$ cat config.mk
export PLATFORM = sky130hd
export DESIGN_NAME = vrpc_ctrl
export DESIGN_NICKNAME = d
export VERILOG_FILES = /design/src/hdl/vrpc_pkg.sv /design/src/hdl/vrpc_ctrl.sv
export SDC_FILE = /design/constraint.sdc
export NUM_CORES = 1
export LEC_CHECK = 0
export ABC_AREA = 1
export BUFFER_PORTS_ARGS = -buffer_cell sky130_fd_sc_hd__buf_4
export CORE_AREA = 8 8 45 47
export CTS_CLUSTER_SIZE = 14
export DETAILED_ROUTE_END_ITERATION = 6
export DIE_AREA = 0 0 53 55
export SLEW_MARGIN = 20
export SYNTH_ARGS = -nofsm -noshare
export SYNTH_HDL_FRONTEND = slang
export SYNTH_SLANG_ARGS = --single-unit
$ cat constraint.sdc
create_clock -name i_clk -period 1.05 [get_ports i_clk]
set_input_delay 0.21 -clock i_clk [delete_from_list [all_inputs] [get_ports i_clk]]
set_output_delay 0.21 -clock i_clk [all_outputs]
set_load 0.05 [all_outputs]
$ cat src/hdl/vrpc_pkg.sv
`default_nettype none
package vrpc_pkg;

    localparam int RATE_W   = 16;
    localparam int POS_W    = 31;
    localparam int FRAME_W  = 10;
    localparam int COUNT_W  = 11;
    localparam int ERR_W    = 3;
    localparam int SEEK_W   = 32;
    localparam int WIDE_W   = 64;
    localparam int MCNT_W   = 6;
    localparam int OUT_W    = 88;

    localparam logic [RATE_W-1:0] RATE_RESET = 16'd256;
    localparam logic [POS_W-1:0]  POS_MAX    = 31'h7FFF_FFFF;

    typedef enum logic [2:0] {
        F_CLEAR  = 3'd0,
        F_APPEND = 3'd1,
        F_PLAY   = 3'd2,
        F_PAUSE  = 3'd3,
        F_SPEED  = 3'd4,
        F_LOOP   = 3'd5,
        F_SEEK   = 3'd6,
        F_QUERY  = 3'd7
    } t_func;

    typedef enum logic [ERR_W-1:0] {
        E_OK        = 3'd0,
        E_BAD_SPEED = 3'd1,
        E_DECREASE  = 3'd2,
        E_FULL      = 3'd3,
        E_RANGE     = 3'd4
    } t_err;

    typedef enum logic [3:0] {
        S_IDLE,
        S_APPLY,
        S_ELAPSED,
        S_MUL,
        S_SUM,
        S_FIX,
        S_MOD,
        S_REBASE,
        S_SRD,
        S_SCMP,
        S_OUT
    } t_state;

    typedef struct packed {
        logic capture;
        logic apply;
        logic elapsed;
        logic mul;
        logic sum;
        logic fix;
        logic mod_step;
        logic rebase;
        logic srch_cmp;
        logic load_out;
    } t_dp_cmd;

    typedef struct packed {
        logic mod_need;
        logic mod_last;
        logic srch_busy;
        logic out_free;
    } t_dp_stat;

endpackage
`default_nettype wire

$ cat src/hdl/vrpc_ctrl.sv
`default_nettype none
module vrpc_ctrl import vrpc_pkg::*; (
    input  wire logic     i_clk,
    input  wire logic     i_rst_n,
    input  wire logic     i_s_tvalid,
    output logic          o_s_tready,
    input  wire t_dp_stat i_stat,
    output t_dp_cmd       o_cmd
);

    t_state r_state, n_state;

    always_ff @(posedge i_clk) begin
        if (!i_rst_n) begin
            r_state <= S_IDLE;
        end else begin
            r_state <= n_state;
        end
    end

    always_comb begin
        n_state    = r_state;
        o_cmd      = '0;
        o_s_tready = 1'b0;
        case (r_state)
            S_IDLE: begin
                // no transaction is taken while reset is held
                o_s_tready = i_rst_n;
                if (i_s_tvalid && i_rst_n) begin
                    o_cmd.capture = 1'b1;
                    n_state       = S_APPLY;
                end
            end
            S_APPLY: begin
                o_cmd.apply = 1'b1;
                n_state     = S_ELAPSED;
            end
            S_ELAPSED: begin
                o_cmd.elapsed = 1'b1;
                n_state       = S_MUL;
            end
            S_MUL: begin
                o_cmd.mul = 1'b1;
                n_state   = S_SUM;
            end
            S_SUM: begin
                o_cmd.sum = 1'b1;
                n_state   = S_FIX;
            end
            S_FIX: begin
                o_cmd.fix = 1'b1;
                n_state   = i_stat.mod_need ? S_MOD : S_REBASE;
            end
            S_MOD: begin
                o_cmd.mod_step = 1'b1;
                if (i_stat.mod_last) begin
                    n_state = S_REBASE;
                end
            end
            S_REBASE: begin
                o_cmd.rebase = 1'b1;
                n_state      = S_SRD;
            end
            S_SRD: begin
                n_state = i_stat.srch_busy ? S_SCMP : S_OUT;
            end
            S_SCMP: begin
                o_cmd.srch_cmp = 1'b1;
                n_state        = S_SRD;
            end
            S_OUT: begin
                if (i_stat.out_free) begin
                    o_cmd.load_out = 1'b1;
                    n_state        = S_IDLE;
                end
            end
            default: begin
                n_state = S_IDLE;
            end
        endcase
    end

endmodule
`default_nettype wire

# --- Yosys cells after proc, flatten, opt, wreduce, memory -nomap -nowiden ---
# Cells that the tools add are included.
# Widths: inputs -> output; s select.
word_totals:
  ff_bits: 4
  input_bits: 7
  elab_cells: 37
op_classes:
  eq_ne: 13
  mux: 19
  n_reduce_logical: 4
op_table:
  columns: ["cell", "count"]
  rows:
  - ["$pmux 4 s10", 1]
  - ["$eq 4x3->1 const B", 4]
  - ["$mux 1", 14]
  - ["$eq 4x4->1 const B", 3]
  - ["$mux 4", 3]
  - ["$eq 4x2->1 const B", 2]
  - ["$ne 2x2->1 const B", 3]
  - ["$eq 4x1->1 const B", 1]
  - ["$logic_not 4->1", 1]
  - ["$reduce_and 3->1", 1]
  - ["$mux 2", 1]
  - ["$reduce_or 2->1", 1]
  - ["$logic_and 1x1->1", 1]

# --- Logic depth before layout (Yosys ltp) ---
# Gate-level depths: netlist of run 1.
logic_depth:
  depth_word: 3
  mapped_depth: 8
  ltp_nobuf: 8

# --- Least setup slack after synthesis of run 1 ---
# No wires, ideal clock.
synth_timing:
  kind: "register to output"
  from: "register r_state[0]"
  to: "output port o_cmd[1] in the netlist's numbering"
  t_arrival_ps: 1698
  required_ps: 840
  setup_slack_ps: -858
  stages_incl_launch_ff: 5
  n_path_buf: 0
  cell_sequence: "dfxtp_1 -> inv_1 -> nor2_1 -> inv_1 -> nor3_1"
synth_lines:
  columns: ["item", "line_no", "source"]
  rows:
  - ["from (decl)", "vrpc_ctrl.sv:11", "t_state r_state, n_state;"]
  - ["from (signal assigned)", "vrpc_ctrl.sv:17", "r_state <= n_state;"]
  - ["to (decl)", "vrpc_ctrl.sv:8", "output t_dp_cmd o_cmd"]

==> run_results.csv, run 1 <==
group,metric,value,unit
worst_setup_path,rrSetupSlack,-0.18,ns
timing,timing.final.hold_violations,0,
yosys,synth_top_area_frac,0.243,
yosys,yosys_warnings,0,
clock_network,h-tree-depth,1,
grt,antenna_found_initial,0,
placed_design,dp_hpwl,931,µm
yosys,synth_top_area_cell,"dfxtp_1",
final_layout,multi_input_area,385,µm²
yosys,synthesis.nets,67,
worst_setup_path,path_class,"reg -> out",
final_layout,fillers,112,
worst_setup_path,path_common_cell,"inv_4",
final_layout,drive_gt1_frac,0.798,
final_layout,final_cell_mix,"buf_4 (18), buf_6 (12), nor2_4 (11)",
placed_design,pre_cts_ws,-0.163,ns
placed_design,place.gp.congestion,0.727,
power,ir_drop,669,µV
worst_setup_path,worstPathRequired,0.84,ns
yosys,ys_ff_latch,4,
grt,grt_usage,0.0995,
worst_setup_path,r2r_end,"r_state[0]",
clock_network,cts_tree,"built",
worst_setup_path,critPathMaxFanout,5,
timing,min_period,1.37,ns
die,start_util,0.238,
power,p_switching,255,µW
placed_design,placed_cells,105,
route,firstDrtPassIters,3,
route,detail-route-antenna-nets,0,
hold_path,hold_path_end,"r_state[3]",
clock_network,clock_latency,0.23,ns
grt,grt_max_degree,6,
clock_network,clkTransAtPathRegs,0.04,ns
grt,grt-ovfl-total,0,
die,core_area,0.00138,mm²
final_layout,seq_area,95.1,µm²
worst_setup_path,worst_setup_path_end_kind,"output pin",
grt,grt_pass1_vias,549,
timing,setup_ws,-0.316,ns
yosys,synthTopCellsByArea,"dfxtp_1 (24%), nor2_1 (15%), nand2_1 (14%)",
die,die_y,55,µm
grt,grt_pass1_wl,2150,µm
power,powerDensity,714,mW/mm²
clock_network,cts_hold_buf,0,
route,wl_per_cell,11.9,µm
worst_setup_path,crit_path_start_kind,"flop",
timing,period_share,1.30,
worst_setup_path,slowest_stage,"dfxtp_4",
power,leakage,0.000439,µW
die,dieArea,0.00292,mm²
die,row_count,14,
final_layout,layout_commonest_cell,"buf_4",
power,p_seq_frac,0.254,
grt,top_usage_layer,"met2",
clock_network,numCtsBuffers,3,
route,drt_iter0_markers,1,
timing,slew_viol_final,0,
yosys,syn_area,329,µm²
hold_path,hp-start,"i_stat[0]",
worst_setup_path,slowest_delay,0.39,ns
final_layout,nets,107,
yosys,ys_seq_area_frac,0.243,
route,drc,0,
power,pwr-share-comb,0.448,
final_layout,n_antenna_cell,0,
timing,rsz0062_at_grt,"true",
yosys,yosysUniqueCellTypes,12,
clock_network,clock_path_buffers,2,
run,maxCapViolCount,0,
power,switching_share,0.377,
grt,grt_util_met2,0.199,
worst_setup_path,crit_arrival,1.16,ns
grt,grt_util_met3,0.0241,
route,drt_wl_total,1370,µm
timing,finalSetupViolCount,15,
grt,met1_usage,0.0822,
hold_path,hold_depth,4,
timing,timing.fmax,732,MHz
outcome,violations,"negative setup slack",
worst_setup_path,path_cells,"inv_4 > nor2_4 > inv_4 > nor3_4 > buf_6",
power,total_power,677,µW
route,viasPerCell,4.49,
timing,fin_skew,0.00971,ns
worst_setup_path,rr_startpoint,"r_state[2]",
timing,worstMarginPinSlew,0.176,ns
timing,timing.slew.headroom,0.882,
route,route.vias.total,516,
die,io_pins,18,
timing,tns,-3.52,ns
placed_design,port_buffers,17,
power,p_clk_frac,0.299,
final_layout,largest_register_ffs,4,
final_layout,largest_register,"r_state",
final_layout,final_cells,115,
outcome,status,"finished with violations",
yosys,netlist_instances,60,
die,die_w,53,µm
worst_setup_path,rr_worst_depth,9,
final_layout,reg.largest.list,"r_state (4)",
clock_network,cts_sinks,4,
hold_path,hold_path_class,"in -> reg",
clock_network,root_buffer,"clkbuf_4",
final_layout,syn_to_final_growth,188,%
power,intPower,422,µW
yosys,syn_area_per_cell,5.48,µm²
-- final cells by class --
cell class | count | share of cell area
multi-input cells | 43 | 0.406
repair buffers | 35 | 0.369
flip-flops and latches | 4 | 0.100
clock buffers | 4 | 0.0277
inverters | 13 | 0.0752
well taps | 16 | 0.0211
-- worst max-delay path: cells and delay by family (launching register included) --
family	cells	cell delay, ns
buf+inv	3	0.30
flops	1	0.39
simple gates	2	0.24
-- per-layer routing --
layer / wire (µm) / up-vias
li1: - / 266
met1: 473 / 242
met2: 829 / 8
met3: 65 / 0
met4: 0 / 0
met5: 0 / -
-- cell usage after synthesis --
| master | instances |
|---|---|
| nor3_1 | 2 |
| dfxtp_1 | 4 |
| inv_2 | 2 |
| nand2_2 | 1 |
| a21oi_1 | 4 |
| nand3_1 | 6 |
| nor2_1 | 13 |
| nor2_2 | 2 |
| nand2_1 | 12 |
| inv_1 | 11 |
| nand3b_1 | 1 |
| nand3_2 | 2 |
-- per-stage QoR --
stage	utilization	hold WS, ns	instance area [µm²]
after floorplan	-	0.412	453
after global placement	0.508	0.569	703
after detailed placement	0.508	0.579	703
after CTS	0.638	0.324	883
after global routing	0.685	0.338	948
final	0.685	0.340	948
-- logic make-up after synthesis --
| kind of cell | Yosys count | share of synthesized area |
|---|---|---|
| flip-flops | 4 | 0.243 |
| AND/OR/NAND/NOR | 39 | 0.548 |
| AO/OA/AOI/OAI | 4 | 0.0608 |
| buffers and inverters | 13 | 0.148 |
-- how the worst max path moves through the flow --
stage / to / startpoint / slack (ns) / cells past startpoint
2_1_floorplan: o_cmd[1] / r_state[0] / -0.22 / 4
3_3_place_gp: o_cmd[1] / r_state[0] / -0.15 / 5
3_5_place_dp: o_cmd[0] / r_state[3] / -0.16 / 5
4_1_cts: o_cmd[1] / r_state[0] / -0.32 / 5
5_1_grt: o_cmd[7] / r_state[3] / -0.37 / 4
6_report: o_cmd[1] / r_state[0] / -0.32 / 5
-- power by group through the flow --
stage | combinational [µW] | sequential (µW) | clock (µW)
global route | 324 | 172 | 234
CTS | 285 | 169 | 216
detailed placement | 243 | 170 | 0
global placement | 240 | 170 | 0
floorplan | 153 | 170 | 0
finish | 303 | 172 | 202
-- timing repair --
item	CTS	global route
setup buffers	5	1
resized for setup	32	14
pin swaps	14	9
endpoints found under the setup margin	13	15
(Power assumes the default switching activity.)
==> inputs of run 2 (changes only) <==
==> constraint.sdc (replaced) <==
create_clock -name i_clk -period 1.6 [get_ports i_clk]
set_input_delay 0.32 -clock i_clk [delete_from_list [all_inputs] [get_ports i_clk]]
set_output_delay 0.32 -clock i_clk [all_outputs]
set_load 0.05 [all_outputs]
==> run_results.csv, run 2 (same netlist as run 1, synthesis figures left out) <==
group,metric,value,unit
outcome,status,"complete, no violations",
placed_design,placed_cells,95,
route,drc,0,
power,p_clk_frac,0.346,
worst_setup_path,slowest_delay,0.38,ns
grt,grt_pass1_wl,1680,µm
final_layout,largest_register,"r_state",
final_layout,syn_to_final_growth,68.8,%
die,row_count,14,
timing,whs,0.376,ns
clock_network,root_buffer,"clkbuf_4",
clock_network,clock_latency,0.24,ns
timing,worstMarginPinSlew,0.166,ns
timing,finalSetupViolCount,0,
timing,timing.slew.headroom,0.889,
timing,fin_skew,0.00387,ns
worst_setup_path,path_cells,"inv_1 > nor2_2 > inv_1 > nor3_2 > buf_6",
timing,setup_ws,0.108,ns
timing,timing.fmax,670,MHz
timing,min_period,1.49,ns
placed_design,place.gp.congestion,0.802,
power,p_seq_frac,0.315,
power,pwr-share-comb,0.338,
worst_setup_path,worstPathRequired,1.28,ns
final_layout,largest_register_ffs,4,
route,drt_iter0_markers,8,
grt,antenna_found_initial,0,
grt,grt_usage,0.0787,
worst_setup_path,crit_path_start_kind,"flop",
power,ir_drop,383,µV
die,die_w,53,µm
die,dieArea,0.00292,mm²
route,drt_wl_total,1020,µm
final_layout,drive_gt1_frac,0.463,
hold_path,hold_path_class,"in -> reg",
grt,grt-ovfl-total,0,
final_layout,layout_commonest_cell,"buf_4",
worst_setup_path,worst_setup_path_end_kind,"output pin",
worst_setup_path,rrSetupSlack,0.48,ns
power,leakage,0.000321,µW
worst_setup_path,slowest_stage,"dfxtp_4",
clock_network,clkTransAtPathRegs,0.04,ns
final_layout,reg.largest.list,"r_state (4)",
die,start_util,0.238,
clock_network,cts_sinks,4,
clock_network,cts_tree,"built",
worst_setup_path,critPathMaxFanout,6,
route,route.vias.total,434,
clock_network,numCtsBuffers,3,
grt,grt_max_degree,7,
run,maxCapViolCount,0,
route,viasPerCell,4.43,
final_layout,nets,91,
clock_network,cts_setup_buffers,0,
placed_design,dp_hpwl,848,µm
die,io_pins,18,
worst_setup_path,path_class,"reg -> out",
die,core_area,0.00138,mm²
worst_setup_path,path_common_cell,"inv_1",
power,intPower,233,µW
power,p_switching,129,µW
die,die_y,55,µm
final_layout,final_util,0.401,
clock_network,clock_path_buffers,2,
route,detail-route-antenna-nets,0,
route,wl_per_cell,10.4,µm
timing,rsz0062_at_grt,"false",
grt,grt_pass1_vias,426,
final_layout,final_cell_mix,"buf_4 (17), nand2_1 (12), inv_1 (10), nor2_1 (10), nand3_1 (6)",
power,powerDensity,652,mW/mm²
worst_setup_path,crit_arrival,1.17,ns
placed_design,pre_cts_ws,0.214,ns
clock_network,h-tree-depth,1,
route,firstDrtPassIters,4,
final_layout,n_antenna_cell,0,
placed_design,port_buffers,17,
timing,period_share,0.932,
timing,slew_viol_final,0,
final_layout,final_cells,98,
timing,timing.final.hold_violations,0,
power,switching_share,0.356,
## run 2: final timing paths
check,start,endpoint,depth (start not counted)
worst max-delay path,r_state[0],o_cmd[1],5
worst max register to register,r_state[3],r_state[0],8
worst min-delay path,i_rst_n,r_state[1],3
worst min register to register,r_state[1],r_state[2],2
## run 2: power by group through the flow
| stage | combinational, µW | sequential [µW] | clock, µW |
|---|---|---|---|
| after floorplan | 79.2 | 112 | 0 |
| after global placement | 120 | 114 | 0 |
| after detailed placement | 120 | 113 | 0 |
| after CTS | 122 | 113 | 129 |
| after global routing | 135 | 115 | 137 |
| final | 122 | 114 | 125 |
## run 2: routing by layer
layer,up-vias,share of wire,track usage
met4,0,0.031,0.0517
met5,-,0,0
met3,4,0.094,0.0321
met1,183,0.42,0.0821
met2,17,0.46,0.129
li1,230,-,-
## run 2: per-stage QoR
step / cell area, µm² / total power [µW] / setup TNS, ns
finish: 556 / 362 / 0
global route: 556 / 387 / 0
CTS: 536 / 365 / 0
detailed placement: 504 / 233 / 0
global placement: 504 / 234 / 0
floorplan: 342 / 191 / -0.166
## run 2: final cells by class
cell class	count	area, µm²
fillers	157	828
multi-input cells	43	228
repair buffers	19	150
flip-flops and latches	4	86.3
inverters	13	48.8
clock buffers	3	22.5
well taps	16	20.0
## run 2: what timing repair did
action	CTS	global route
gates resized for setup	3	8
hold buffers	0	0
hold endpoints to repair	0	0
endpoints found under the setup margin	8	9
## run 2: worst max-delay path: cells and delay by family, from the launching register on
family,cells,cell delay [ns]
flops,1,0.38
buf+inv,3,0.34
simple gates,2,0.22
==> inputs of run 3 (changes only) <==
--- a/config.mk
+++ b/config.mk
@@ -15,3 +15,4 @@
 export SYNTH_ARGS = -nofsm -noshare
 export SYNTH_HDL_FRONTEND = slang
 export SYNTH_SLANG_ARGS = --single-unit
+export TNS_END_PERCENT = 100
==> constraint.sdc (replaced) <==
create_clock -name i_clk -period 1.6 [get_ports i_clk]
set_input_delay 0.32 -clock i_clk [delete_from_list [all_inputs] [get_ports i_clk]]
set_output_delay 0.32 -clock i_clk [all_outputs]
set_load 0.1 [all_outputs]
==> run_results.csv, run 3 (same netlist as run 1, synthesis figures left out) <==
group,metric,value,unit
final_layout,largest_register,"r_state",
route,detail-route-antenna-nets,0,
route,viasPerCell,4.42,
worst_setup_path,path_class,"reg -> out",
die,die_w,53,µm
worst_setup_path,slowest_stage,"dfxtp_2",
final_layout,multi_input_area,270,µm²
worst_setup_path,rrSetupSlack,0.49,ns
worst_setup_path,slowest_delay,0.36,ns
outcome,status,"complete, no violations",
worst_setup_path,rr_startpoint,"r_state[3]",
grt,grt_pass1_vias,461,
final_layout,nets,92,
final_layout,reg.largest.list,"r_state (4)",
timing,slew_viol_final,0,
timing,timing.final.hold_violations,0,
timing,min_period,1.54,ns
worst_setup_path,worstPathRequired,1.28,ns
timing,fin_skew,0.00304,ns
final_layout,largest_register_ffs,4,
route,drt_wl_total,1030,µm
worst_setup_path,rr_worst_depth,7,
clock_network,clock_path_buffers,2,
hold_path,hold_depth,3,
grt,antenna_found_initial,0,
hold_path,hold_path_end,"r_state[0]",
clock_network,cts_sinks,4,
placed_design,place.gp.congestion,0.824,
grt,grt_max_degree,7,
power,leakage,0.000338,µW
timing,finalSetupViolCount,0,
worst_setup_path,worst-path-buf-inv,2,
clock_network,clock_latency,0.23,ns
timing,tns,0,ns
placed_design,port_buffers,17,
worst_setup_path,r2r_end,"r_state[1]",
die,dieArea,0.00292,mm²
run,maxCapViolCount,0,
final_layout,drive_gt1_frac,0.590,
die,row_count,14,
final_layout,fillers,150,
power,powerDensity,623,mW/mm²
die,io_pins,18,
timing,rsz0062_at_grt,"true",
timing,period_share,0.960,
grt,grt_pass1_wl,1840,µm
hold_path,hp-start,"i_rst_n",
die,start_util,0.238,
worst_setup_path,crit_arrival,1.22,ns
hold_path,hold_path_class,"in -> reg",
placed_design,dp_hpwl,898,µm
worst_setup_path,path_cells,"nor2_4 > inv_2 > nor3_4 > buf_12",
timing,worstMarginPinSlew,0.281,ns
route,firstDrtPassIters,4,
worst_setup_path,crit_family,"flip-flops",
route,wl_per_cell,10.4,µm
route,drt_iter0_markers,6,
worst_setup_path,worst_setup_path_end_kind,"output pin",
clock_network,clkTransAtPathRegs,0.04,ns
timing,timing.slew.headroom,0.814,
worst_setup_path,crit_path_start_kind,"flop",
route,route.vias.total,438,
route,drc,0,
clock_network,cts_setup_buffers,0,
grt,grt-ovfl-total,0,
final_layout,n_antenna_cell,0,
final_layout,seq_area,87.6,µm²
power,ir_drop,336,µV
final_layout,syn_to_final_growth,102,%
clock_network,numCtsBuffers,3,
worst_setup_path,critPathMaxFanout,4,
timing,timing.fmax,651,MHz
clock_network,cts_tree,"built",
clock_network,h-tree-depth,1,
die,core_area,0.00138,mm²
die,die_y,55,µm
final_layout,final_cell_mix,"nand2_1 (12), buf_4 (12), nor2_2 (7), inv_1 (7)",
clock_network,root_buffer,"clkbuf_4",
grt,grt_usage,0.0804,
power,total_power,414,µW
==> run 3: changes by cell type in the layout (fill, tap and decap cells not counted), sizes merged <==
cell / previous run / this run
buf: 19 / 20
==> run 3: timing repair <==
item                       4_1_cts  5_1_grt
resized for setup               16        8
hold buffers                     0        0
setup endpoints to repair        6        8
==> run 3: worst reg2reg max path, stage by stage (launching register included) <==
cell     delay [ns]
dfxtp_2        0.33
inv_2          0.13
nor2_2         0.06
buf_4          0.15
nand3_2        0.09
nand2_1        0.06
a21oi_1        0.12
nor2_1         0.05
==> run 3: per-layer routing <==
layer | track usage | wire length, µm | vias to the layer above
li1 | - | - | 235
met1 | 0.0837 | 457 | 192
met2 | 0.145 | 518 | 11
met3 | 0.0321 | 56 | 0
met4 | 0.0259 | 0 | 0
met5 | 0 | 0 | -
==> run 3: worst max path at each step <==
stage               startpoint          to  slack [ns]  cells past startpoint
global placement    r_state[0]    o_cmd[1]        0.09                      5
detailed placement  r_state[0]    o_cmd[1]        0.04                      5
finish              r_state[2]    o_cmd[7]        0.06                      4
CTS                 r_state[2]    o_cmd[7]       0.001                      4
global route        r_state[2]  o_s_tready       -0.01                      4
floorplan           r_state[0]    o_cmd[4]       -0.26                      4
==> run 3: power by group <==
group | total (µW) | switching [µW] | internal (µW) | leakage (µW)
Sequential | 115 | 9.03 | 105 | 0.0000346
Combinational | 180 | 125 | 54.8 | 0.000289
Clock | 119 | 35.8 | 83.6 | 0.0000138
==> run 3: final cells by class <==
type | count | share of cell area
timing repair buffer | 20 | 0.324
multi-input combinational | 43 | 0.407
tap | 16 | 0.0301
sequential | 4 | 0.132
inverter | 13 | 0.0734
clock buffer | 3 | 0.0339
==> run 3: stage by stage <==
step	hold WS (ns)	cell area, µm²	utilization	cells	worst slack (ns)
2_1_floorplan	0.503	394	-	60	-0.259
3_3_place_gp	0.561	564	0.408	96	0.0905
3_5_place_dp	0.556	564	0.408	96	0.0377
4_1_cts	0.379	638	0.461	99	0.00141
5_1_grt	0.413	664	0.480	99	-0.00993
6_report	0.389	664	0.480	99	0.0633
